[src/rtl/aabb_cr_pkg.sv]
package aabb_cr_pkg;

    // Input transaction kinds
    localparam logic MODE_WRITE = 1'b0;
    localparam logic MODE_QUERY = 1'b1;

    // Contact side codes
    localparam logic [2:0] SIDE_NONE   = 3'd0;
    localparam logic [2:0] SIDE_TOP    = 3'd1;
    localparam logic [2:0] SIDE_BOTTOM = 3'd2;
    localparam logic [2:0] SIDE_LEFT   = 3'd3;
    localparam logic [2:0] SIDE_RIGHT  = 3'd4;

    // Per-pair geometry flags carried from the pair stage to the resolver
    typedef struct packed {
        logic hit_ok;     // entry qualifies and the boxes strictly overlap
        logic right;      // query center lies right of the stored center
        logic below;      // query center lies below the stored center
        logic contain_h;  // query sits horizontally inside the stored box
        logic contain_v;  // query sits vertically inside the stored box
    } pair_flags_t;

endpackage

[src/rtl/aabb_cr_geom.sv]
module aabb_cr_geom #(
    parameter int COORD_BITS = 16,
    parameter int IDX_BITS   = 5
) (
    input  logic                         aclk,
    input  logic                         aresetn,
    input  logic                         adv,
    input  logic                         clear,
    input  logic                         in_valid,
    input  logic                         in_qual,
    input  logic [IDX_BITS-1:0]          in_slot,
    input  logic signed [COORD_BITS-1:0] a_left,
    input  logic signed [COORD_BITS-1:0] a_top,
    input  logic signed [COORD_BITS-1:0] a_right,
    input  logic signed [COORD_BITS-1:0] a_bottom,
    input  logic [4*COORD_BITS-1:0]      b_box,
    output logic                         out_valid,
    output aabb_cr_pkg::pair_flags_t     out_flags,
    output logic signed [COORD_BITS:0]   out_dx,
    output logic signed [COORD_BITS:0]   out_dy,
    output logic [IDX_BITS-1:0]          out_slot
);
    import aabb_cr_pkg::*;

    localparam int CW = COORD_BITS;
    localparam int OW = COORD_BITS + 1;

    logic signed [CW-1:0] b_left, b_top, b_right, b_bottom;
    logic signed [OW-1:0] cxa, cxb, cya, cyb;
    logic signed [OW-1:0] dx_r, dx_l, dy_b, dy_t;
    logic                 ovl_x, ovl_y;
    pair_flags_t          flags;

    logic                 valid_reg;
    pair_flags_t          flags_reg;
    logic signed [OW-1:0] dx_reg, dy_reg;
    logic [IDX_BITS-1:0]  slot_reg;

    // Stored box layout: left, top, right, bottom from the top bits down
    assign b_left   = $signed(b_box[4*CW-1 -: CW]);
    assign b_top    = $signed(b_box[3*CW-1 -: CW]);
    assign b_right  = $signed(b_box[2*CW-1 -: CW]);
    assign b_bottom = $signed(b_box[CW-1 -: CW]);

    // Strict overlap: max(lo) < min(hi) split into four independent compares
    assign ovl_x = (a_left < a_right) && (b_left < b_right) &&
                   (a_left < b_right) && (b_left < a_right);
    assign ovl_y = (a_top < a_bottom) && (b_top < b_bottom) &&
                   (a_top < b_bottom) && (b_top < a_bottom);

    // Doubled centers, no halving needed
    assign cxa = {a_left[CW-1], a_left} + {a_right[CW-1], a_right};
    assign cxb = {b_left[CW-1], b_left} + {b_right[CW-1], b_right};
    assign cya = {a_top[CW-1], a_top} + {a_bottom[CW-1], a_bottom};
    assign cyb = {b_top[CW-1], b_top} + {b_bottom[CW-1], b_bottom};

    // Candidate depths on each axis, picked by center position
    assign dx_r = {b_right[CW-1], b_right} - {a_left[CW-1], a_left};
    assign dx_l = {a_right[CW-1], a_right} - {b_left[CW-1], b_left};
    assign dy_b = {b_bottom[CW-1], b_bottom} - {a_top[CW-1], a_top};
    assign dy_t = {a_bottom[CW-1], a_bottom} - {b_top[CW-1], b_top};

    always_comb begin
        flags.hit_ok    = in_qual && ovl_x && ovl_y;
        flags.right     = cxa > cxb;
        flags.below     = cya > cyb;
        flags.contain_h = (a_left > b_left) && (a_right < b_right);
        flags.contain_v = (a_top > b_top) && (a_bottom < b_bottom);
    end

    // Pair stage register, held while the resolver stalls
    always_ff @(posedge aclk) begin
        if (!aresetn || clear) begin
            valid_reg <= 1'b0;
        end else if (adv) begin
            valid_reg <= in_valid;
        end
    end

    always_ff @(posedge aclk) begin
        if (adv) begin
            flags_reg <= flags;
            dx_reg    <= flags.right ? dx_r : dx_l;
            dy_reg    <= flags.below ? dy_b : dy_t;
            slot_reg  <= in_slot;
        end
    end

    assign out_valid = valid_reg;
    assign out_flags = flags_reg;
    assign out_dx    = dx_reg;
    assign out_dy    = dy_reg;
    assign out_slot  = slot_reg;

endmodule

[src/rtl/aabb_collision_resolver.sv]
// Box table with overlap resolution. A write (mode 0) stores one box and its
// collidable flag into a slot and returns nothing. A query (mode 1) walks all
// SLOTS entries through the box memory, one slot per cycle while the pipeline
// does not stall, and returns one transaction per hit (at most 32) in ascending
// slot order, the final one flagged with last; a query that hits nothing
// returns one empty transaction with last set. A query occupies the block
// through the slot walk over the single memory read port, then the read,
// pair, pending and output stages and the return to idle; a query box that
// cannot collide skips the walk, and stalls on the result side hold it longer.
// No new transaction is accepted until its final result has moved into the
// output register.
module aabb_collision_resolver #(
    parameter int SLOTS      = 32,
    parameter int COORD_BITS = 16
) (
    input  logic                         aclk,
    input  logic                         aresetn,
    // input channel
    input  logic                         s_valid,
    output logic                         s_ready,
    input  logic                         s_mode,
    input  logic [4:0]                   s_slot,
    input  logic                         s_skip_self,
    input  logic signed [COORD_BITS-1:0] s_box_left,
    input  logic signed [COORD_BITS-1:0] s_box_top,
    input  logic signed [COORD_BITS-1:0] s_box_right,
    input  logic signed [COORD_BITS-1:0] s_box_bottom,
    input  logic                         s_can_collide,
    // result channel
    output logic                         m_valid,
    input  logic                         m_ready,
    output logic                         m_hit,
    output logic [4:0]                   m_other_slot,
    output logic signed [COORD_BITS:0]   m_correction_x,
    output logic signed [COORD_BITS:0]   m_correction_y,
    output logic signed [COORD_BITS:0]   m_penetration_x,
    output logic signed [COORD_BITS:0]   m_penetration_y,
    output logic [2:0]                   m_contact_side,
    output logic                         m_last
);
    import aabb_cr_pkg::*;

    localparam int CW          = COORD_BITS;
    localparam int OW          = COORD_BITS + 1;
    localparam int BOX_W       = 4 * COORD_BITS;
    localparam int IDX_W       = $clog2(SLOTS);
    localparam int CNT_W       = $clog2(SLOTS + 1);
    localparam int MAX_RESULTS = 32;
    localparam int HCNT_W      = $clog2(MAX_RESULTS);

    localparam logic [1:0] ST_IDLE  = 2'd0;
    localparam logic [1:0] ST_WALK  = 2'd1;
    localparam logic [1:0] ST_DRAIN = 2'd2;

    logic [1:0] state_reg, state_next;

    // box memory and per-slot flags
    logic [BOX_W-1:0] box_mem [SLOTS];
    logic [SLOTS-1:0] slot_valid_reg;
    logic [SLOTS-1:0] slot_coll_reg;

    // query box
    logic signed [CW-1:0] qa_left_reg, qa_top_reg, qa_right_reg, qa_bottom_reg;
    logic [4:0]           q_slot_reg;
    logic                 q_skip_reg;

    // walk control
    logic [CNT_W-1:0]  addr_reg;
    logic [IDX_W-1:0]  addr_idx;
    logic [HCNT_W-1:0] hit_cnt_reg;

    // read stage
    logic              p1_valid_reg, p1_qual_reg;
    logic [IDX_W-1:0]  p1_slot_reg;
    logic [BOX_W-1:0]  rd_data_reg;

    // pair stage
    logic              p2_valid;
    pair_flags_t       p2_flags;
    logic signed [OW-1:0] p2_dx, p2_dy;
    logic [IDX_W-1:0]  p2_slot;

    // pending hit, held until it is known whether another follows
    logic              pend_valid_reg, pend_last_reg, pend_hit_reg;
    logic [4:0]        pend_slot_reg;
    logic signed [OW-1:0] pend_cx_reg, pend_cy_reg, pend_px_reg, pend_py_reg;
    logic [2:0]        pend_side_reg;

    // output register
    logic              out_valid_reg, out_hit_reg, out_last_reg;
    logic [4:0]        out_slot_reg;
    logic signed [OW-1:0] out_cx_reg, out_cy_reg, out_px_reg, out_py_reg;
    logic [2:0]        out_side_reg;

    logic in_fire, wr_fire, q_fire, slot_in_range;
    logic [IDX_W-1:0] wr_idx;
    logic issue_done, issue, adv, exhausted, out_free;
    logic p2_hit, pend_is_last, pend_move, take_hit, cap;

    // resolved fields for the hit at the pair stage
    logic sel_x, choose_x;
    logic signed [OW-1:0] res_px, res_py, res_cx, res_cy;
    logic [2:0] res_side;

    // handshake decode
    assign s_ready       = (state_reg == ST_IDLE);
    assign in_fire       = s_valid && s_ready;
    assign slot_in_range = 32'(s_slot) < SLOTS;
    assign wr_fire       = in_fire && (s_mode == MODE_WRITE) && slot_in_range;
    assign q_fire        = in_fire && (s_mode == MODE_QUERY);
    assign wr_idx        = IDX_W'(s_slot);

    // walk / pipeline control
    assign addr_idx     = addr_reg[IDX_W-1:0];
    assign issue_done   = (addr_reg == CNT_W'(SLOTS));
    assign out_free     = !out_valid_reg || m_ready;
    assign p2_hit       = p2_valid && p2_flags.hit_ok;
    assign exhausted    = (state_reg == ST_WALK) && issue_done &&
                          !p1_valid_reg && !p2_valid;
    assign pend_is_last = pend_last_reg || exhausted;
    assign pend_move    = pend_valid_reg && out_free && (pend_is_last || p2_hit);
    assign adv          = !(p2_hit && pend_valid_reg && !pend_move);
    assign issue        = (state_reg == ST_WALK) && !issue_done && adv;
    assign take_hit     = p2_hit && adv;
    assign cap          = take_hit && (hit_cnt_reg == HCNT_W'(MAX_RESULTS - 1));

    // state machine
    always_comb begin
        state_next = state_reg;
        unique case (state_reg)
            ST_IDLE: begin
                if (q_fire) state_next = ST_WALK;
            end
            ST_WALK: begin
                if (cap || exhausted) state_next = ST_DRAIN;
            end
            ST_DRAIN: begin
                if (!pend_valid_reg) state_next = ST_IDLE;
            end
            default: state_next = ST_IDLE;
        endcase
    end

    always_ff @(posedge aclk) begin
        if (!aresetn) begin
            state_reg <= ST_IDLE;
        end else begin
            state_reg <= state_next;
        end
    end

    // slot flags
    always_ff @(posedge aclk) begin
        if (!aresetn) begin
            slot_valid_reg <= '0;
            slot_coll_reg  <= '0;
        end else if (wr_fire) begin
            slot_valid_reg[wr_idx] <= 1'b1;
            slot_coll_reg[wr_idx]  <= s_can_collide;
        end
    end

    // box memory: one write port, one registered read port
    always_ff @(posedge aclk) begin
        if (wr_fire) begin
            box_mem[wr_idx] <= {s_box_left, s_box_top, s_box_right, s_box_bottom};
        end
        if (issue) begin
            rd_data_reg <= box_mem[addr_idx];
        end
    end

    // query capture
    always_ff @(posedge aclk) begin
        if (q_fire) begin
            qa_left_reg   <= s_box_left;
            qa_top_reg    <= s_box_top;
            qa_right_reg  <= s_box_right;
            qa_bottom_reg <= s_box_bottom;
            q_slot_reg    <= s_slot;
            q_skip_reg    <= s_skip_self;
        end
    end

    // slot address and hit count; a non-collidable query starts exhausted
    always_ff @(posedge aclk) begin
        if (!aresetn) begin
            addr_reg    <= '0;
            hit_cnt_reg <= '0;
        end else begin
            if (q_fire) begin
                addr_reg <= s_can_collide ? '0 : CNT_W'(SLOTS);
            end else if (issue) begin
                addr_reg <= addr_reg + 1'b1;
            end
            if (q_fire) begin
                hit_cnt_reg <= '0;
            end else if (take_hit) begin
                hit_cnt_reg <= hit_cnt_reg + 1'b1;
            end
        end
    end

    // read stage valid and qualification
    always_ff @(posedge aclk) begin
        if (!aresetn || cap) begin
            p1_valid_reg <= 1'b0;
        end else if (issue) begin
            p1_valid_reg <= 1'b1;
        end else if (adv) begin
            p1_valid_reg <= 1'b0;
        end
    end

    always_ff @(posedge aclk) begin
        if (issue) begin
            p1_slot_reg <= addr_idx;
            p1_qual_reg <= slot_valid_reg[addr_idx] && slot_coll_reg[addr_idx] &&
                           !(q_skip_reg && (32'(addr_idx) == 32'(q_slot_reg)));
        end
    end

    // pair test stage
    aabb_cr_geom #(
        .COORD_BITS (COORD_BITS),
        .IDX_BITS   (IDX_W)
    ) u_geom (
        .aclk      (aclk),
        .aresetn   (aresetn),
        .adv       (adv),
        .clear     (cap),
        .in_valid  (p1_valid_reg),
        .in_qual   (p1_qual_reg),
        .in_slot   (p1_slot_reg),
        .a_left    (qa_left_reg),
        .a_top     (qa_top_reg),
        .a_right   (qa_right_reg),
        .a_bottom  (qa_bottom_reg),
        .b_box     (rd_data_reg),
        .out_valid (p2_valid),
        .out_flags (p2_flags),
        .out_dx    (p2_dx),
        .out_dy    (p2_dy),
        .out_slot  (p2_slot)
    );

    // axis choice: containment first, else the smaller depth (ties go to y);
    // a zero y depth falls back to x
    always_comb begin
        if (p2_flags.contain_h) begin
            sel_x = 1'b0;
        end else if (p2_flags.contain_v) begin
            sel_x = 1'b1;
        end else begin
            sel_x = p2_dx < p2_dy;
        end
        choose_x = sel_x || (p2_dy == '0);
        res_px   = sel_x ? p2_dx : '0;
        if (choose_x) begin
            res_py   = '0;
            res_cx   = p2_flags.right ? res_px : -res_px;
            res_cy   = '0;
            res_side = p2_flags.right ? SIDE_RIGHT : SIDE_LEFT;
        end else begin
            res_py   = p2_dy;
            res_cx   = '0;
            res_cy   = p2_flags.below ? p2_dy : -p2_dy;
            res_side = p2_flags.below ? SIDE_TOP : SIDE_BOTTOM;
        end
    end

    // pending result
    always_ff @(posedge aclk) begin
        if (!aresetn) begin
            pend_valid_reg <= 1'b0;
            pend_last_reg  <= 1'b0;
        end else if (take_hit) begin
            pend_valid_reg <= 1'b1;
            pend_last_reg  <= cap;
        end else if (exhausted && !pend_valid_reg && (hit_cnt_reg == '0)) begin
            pend_valid_reg <= 1'b1;
            pend_last_reg  <= 1'b1;
        end else if (pend_move) begin
            pend_valid_reg <= 1'b0;
            pend_last_reg  <= 1'b0;
        end else if (exhausted) begin
            pend_last_reg  <= 1'b1;
        end
    end

    always_ff @(posedge aclk) begin
        if (take_hit) begin
            pend_hit_reg  <= 1'b1;
            pend_slot_reg <= 5'(p2_slot);
            pend_cx_reg   <= res_cx;
            pend_cy_reg   <= res_cy;
            pend_px_reg   <= res_px;
            pend_py_reg   <= res_py;
            pend_side_reg <= res_side;
        end else if (exhausted && !pend_valid_reg) begin
            pend_hit_reg  <= 1'b0;
            pend_slot_reg <= '0;
            pend_cx_reg   <= '0;
            pend_cy_reg   <= '0;
            pend_px_reg   <= '0;
            pend_py_reg   <= '0;
            pend_side_reg <= SIDE_NONE;
        end
    end

    // output register
    always_ff @(posedge aclk) begin
        if (!aresetn) begin
            out_valid_reg <= 1'b0;
        end else if (pend_move) begin
            out_valid_reg <= 1'b1;
        end else if (m_ready) begin
            out_valid_reg <= 1'b0;
        end
    end

    always_ff @(posedge aclk) begin
        if (pend_move) begin
            out_hit_reg  <= pend_hit_reg;
            out_last_reg <= pend_is_last;
            out_slot_reg <= pend_slot_reg;
            out_cx_reg   <= pend_cx_reg;
            out_cy_reg   <= pend_cy_reg;
            out_px_reg   <= pend_px_reg;
            out_py_reg   <= pend_py_reg;
            out_side_reg <= pend_side_reg;
        end
    end

    assign m_valid         = out_valid_reg;
    assign m_hit           = out_hit_reg;
    assign m_other_slot    = out_slot_reg;
    assign m_correction_x  = out_cx_reg;
    assign m_correction_y  = out_cy_reg;
    assign m_penetration_x = out_px_reg;
    assign m_penetration_y = out_py_reg;
    assign m_contact_side  = out_side_reg;
    assign m_last          = out_last_reg;

endmodule
[config.mk]
export PLATFORM = sky130hd
export DESIGN_NAME = aabb_collision_resolver
export DESIGN_NICKNAME = d
export VERILOG_FILES = /design/src/rtl/aabb_cr_pkg.sv /design/src/rtl/aabb_cr_geom.sv /design/src/rtl/aabb_collision_resolver.sv
export SDC_FILE = /design/constraint.sdc
export NUM_CORES = 2
export LEC_CHECK = 0
export BUFFER_PORTS_ARGS = -buffer_cell sky130_fd_sc_hd__buf_2
export CAP_MARGIN = 10
export CORE_MARGIN = 2
export CORE_UTILIZATION = 57
export DETAILED_ROUTE_END_ITERATION = 12
export GPL_TIMING_DRIVEN = 1
export PLACE_DENSITY_LB_ADDON = 0.12
export SLEW_MARGIN = 20
export SYNTH_ARGS = -nofsm -noshare
export SYNTH_HDL_FRONTEND = slang
export SYNTH_SLANG_ARGS = --single-unit
[constraint.sdc]
create_clock -name aclk -period 7 [get_ports aclk]
set_input_delay 0 -clock aclk [delete_from_list [all_inputs] [get_ports aclk]]
set_output_delay 0 -clock aclk [all_outputs]
set_load 0.02 [all_outputs]
==> impl_metrics.csv <==
group,metric,value,unit
floorplan,die_y,428,um
yosys,netlist.area_leader.share,69.9,%
placement,dpl.hpwl,152000,um
timing,setup_ws,1.83,ns
cts,cts.sinks,2467,
cts,clockBufferDepth,3,
pwr,p_total,31.5,mW
timing,fmax,193,MHz
timing,slew_viol_final,0,
drt,first_pass_iters,5,
critical_path,cp-start-kind,"flip-flop",
flow_run,drv_cap,0,
cts,cts_resized,0,
timing,hold_viol,0,
global_routing,grt_pass1_vias,52244,
pwr,peakVddDrop,0.255,mV
layout,largest_reg_flops,2048,
cts,cts_root_buffer,"clkbuf_16",
layout,final_nets,6056,
cts,clock_latency,0.90,ns
drt,drtIter0Drc,6672,
critical_path,worstPathArrival,5.78,ns
placement,dp_slack,1.91,ns
critical_path,cpMaxStageDelayCell,"o41ai_1",
pwr,seqPwrFrac,52.8,%
layout,drive_above_1_share,23.1,%
drt,ant_nets,0,
pwr,swShare,22.8,%
yosys,synth_area_leaders,"edfxtp_1, mux4_2, ha_1",
placement,globalplace.congestion,0.899,
floorplan,coreArea,179000,sq um
floorplan,die_area,183000,sq um
timing,finClkSkew,0.0429,ns
cts,path_clk_slew,0.06,ns
drt,drc,0,
critical_path,cpPeakStageDelay,0.59,ns
layout,syn_to_final_growth,12.4,%
yosys,ys_seq_area_share,71.5,%
floorplan,start_util,57.4,%
critical_path,cp_data_required_time,7.61,ns
yosys,synth_edf_count,2384,
cts,ctsHoldBuffers,84,
pwr,intPower,24.3,mW
global_routing,grt_max_degree,130,
global_routing,grt-ovfl-total,0,
floorplan,die_x,428,um
yosys,synth_nets,5699,
pwr,p_switching,7.20,mW
pwr,combinationalPowerShare,7.6,%
critical_path,crit_path_max_fanout,27,
layout,mostFrequentLayoutCell,"edfxtp_1",
yosys,syn_area,102000,sq um
drt,vias,52832,
critical_path,cp-end-kind,"flip-flop",
placement,portBuffers,155,
layout,final_cell_mix,"edfxtp_1, mux4_2, ha_1",
pwr,power_leakage,37.4,nW
pwr,power_density,274,nW/um^2
drt,via_per_inst,6.42,
critical_path,path_cells,"inv_1, ha_1, nand2b_1, a221oi_1, o221a_2, nor4_1, o41ai_1, a221o_1, nor4_1, a211oi_1, ha_1, nand3_1, nor2_1, o21ai_1, o211ai_1, a31oi_2, buf_4, a21oi_1, a22o_1",
timing,rsz0062_at_grt,"no",
yosys,ys_async_sr_fraction,0,%
floorplan,io_pins,156,
yosys,ys_warn_count,0,
yosys,synthDistinctLibCells,78,
cts,htreeDepth,4,
status,status,"finished, final reports clean",
worst_hold_path,hold_path_class,"in2reg",
timing,tns,0,ns
cts,cts_tree,"built",
pwr,pwr-share-clk,39.6,%
yosys,synth-seq-cells,2467,
layout,final_area,115000,sq um
timing,finalSetupViolations,0,
cts,cts_setup_buffers,0,
yosys,syn_inst,5303,
yosys,synth.largest_area_cell,"edfxtp_1",
critical_path,critPathKind,"reg2reg",
floorplan,rows,155,
global_routing,track_usage,29.2,%
global_routing,antenna_found_initial,22,
cts,cts-buffers-inserted,236,
yosys,syn_avg_cell_area,19.3,sq um
global_routing,grt_pass1_wl,380000,um
timing,fin_crit,5.17,ns
timing,post-route-period-util,73.8,%
yosys,synth_ff_type,"edfxtp_1",
placement,placed_cell_area,107000,sq um
drt,routed_wl,264000,um
timing,worst_slew_pin_slew,1.10,ns
drt,wire_per_inst,32.1,um
timing,slew_headroom,26.5,%
-- through the flow --
stage	hold WS [ns]	instances	utilization [%]
after global routing	0.182	8219	64.5
after global placement	0.181	7691	59.7
after CTS	0.117	8219	64.5
after detailed placement	0.182	7693	59.7
final	0.189	8224	64.5
after floorplan	0.0989	5303	-
-- path summary, 6_finish.rpt --
| path | slack, ns | endpoint | start | cells past startpoint |
|---|---|---|---|---|
| max reg2reg | 1.83 | u_geom.out_dy[14] | rd_data_reg[1] | 19 |
| min reg2reg | 0.41 | m_penetration_y[4] | pend_py_reg[4] | 0 |
| min | 0.19 | box_mem[31][29] | s_box_right[13] | 2 |
| max | 1.83 | u_geom.out_dy[14] | rd_data_reg[1] | 19 |
-- metal layers --
layer	routed length, um	vias to the layer above	global-route usage, %
li1	-	22338	-
met1	108000	27652	42.7
met2	126000	2430	45.8
met3	21500	402	4.48
met4	8960	10	9.72
met5	72	-	0
-- layout make-up --
cell class	count	area, sq um
multi-input cells	2381	27700
flip-flops and latches	2467	73300
clock inverters	141	1300
inverters	242	908
well taps	2355	2950
repair buffers	332	2690
clock buffers	301	6280
fillers	11908	63500
diodes	5	12.5
-- power groups by stage --
stage | Combinational, mW | Clock [mW] | Sequential, mW
after floorplan | 1.63 | 0 | 16.8
after global routing | 2.62 | 13.3 | 16.7
after CTS | 2.39 | 12.7 | 16.7
final | 2.38 | 12.5 | 16.7
after detailed placement | 2.34 | 0 | 17.0
after global placement | 2.31 | 0 | 17.0
-- logic make-up (layout without fill, tap and decap cells) --
family | count (synthesis) | count (layout) | share of synthesized area (%)
adders and majority gates | 320 | 320 | 3.97
and+or+nand+nor | 638 | 638 | 3.07
DFF | 2467 | 2467 | 71.5
buffers and inverters | 455 | 1016 | 1.74
xor gates and xnor gates | 138 | 138 | 1.18
muxes | 716 | 716 | 14.9
AOI/OAI and AO/OA | 569 | 569 | 3.64
other | 0 | 5 | 0
-- cell usage after synthesis, types with 10 or more instances --
| library cell | n |
|---|---|
| a211oi_1 | 11 |
| a21boi_0 | 35 |
| a21o_1 | 52 |
| a21oi_1 | 140 |
| a31oi_1 | 29 |
| and2_1 | 11 |
| and3_1 | 24 |
| buf_1 | 37 |
| buf_2 | 51 |
| clkbuf_1 | 122 |
| dfxtp_1 | 83 |
| edfxtp_1 | 2384 |
| ha_1 | 312 |
| inv_1 | 242 |
| mux2_2 | 64 |
| mux2i_1 | 10 |
| mux4_2 | 642 |
| nand2_1 | 123 |
| nand2b_1 | 35 |
| nand3_1 | 40 |
| nand4_1 | 31 |
| nor2_1 | 197 |
| nor2b_1 | 32 |
| nor3_1 | 40 |
| nor4_1 | 52 |
| o211ai_1 | 22 |
| o21a_1 | 52 |
| o21ai_0 | 114 |
| o21bai_1 | 13 |
| or3_1 | 18 |
| xnor2_1 | 99 |
| xor2_1 | 39 |
-- worst max-delay path: cells and delay by family (launching register included) --
kind,cells,cell delay (ns)
AO/OA/AOI/OAI,10,2.88
buffers and inverters,2,0.55
adder cells (fa/ha/maj),2,0.55
AND/OR/NAND/NOR,5,0.49
flip-flops,1,0.42
Power figures use the tool's default switching activity.
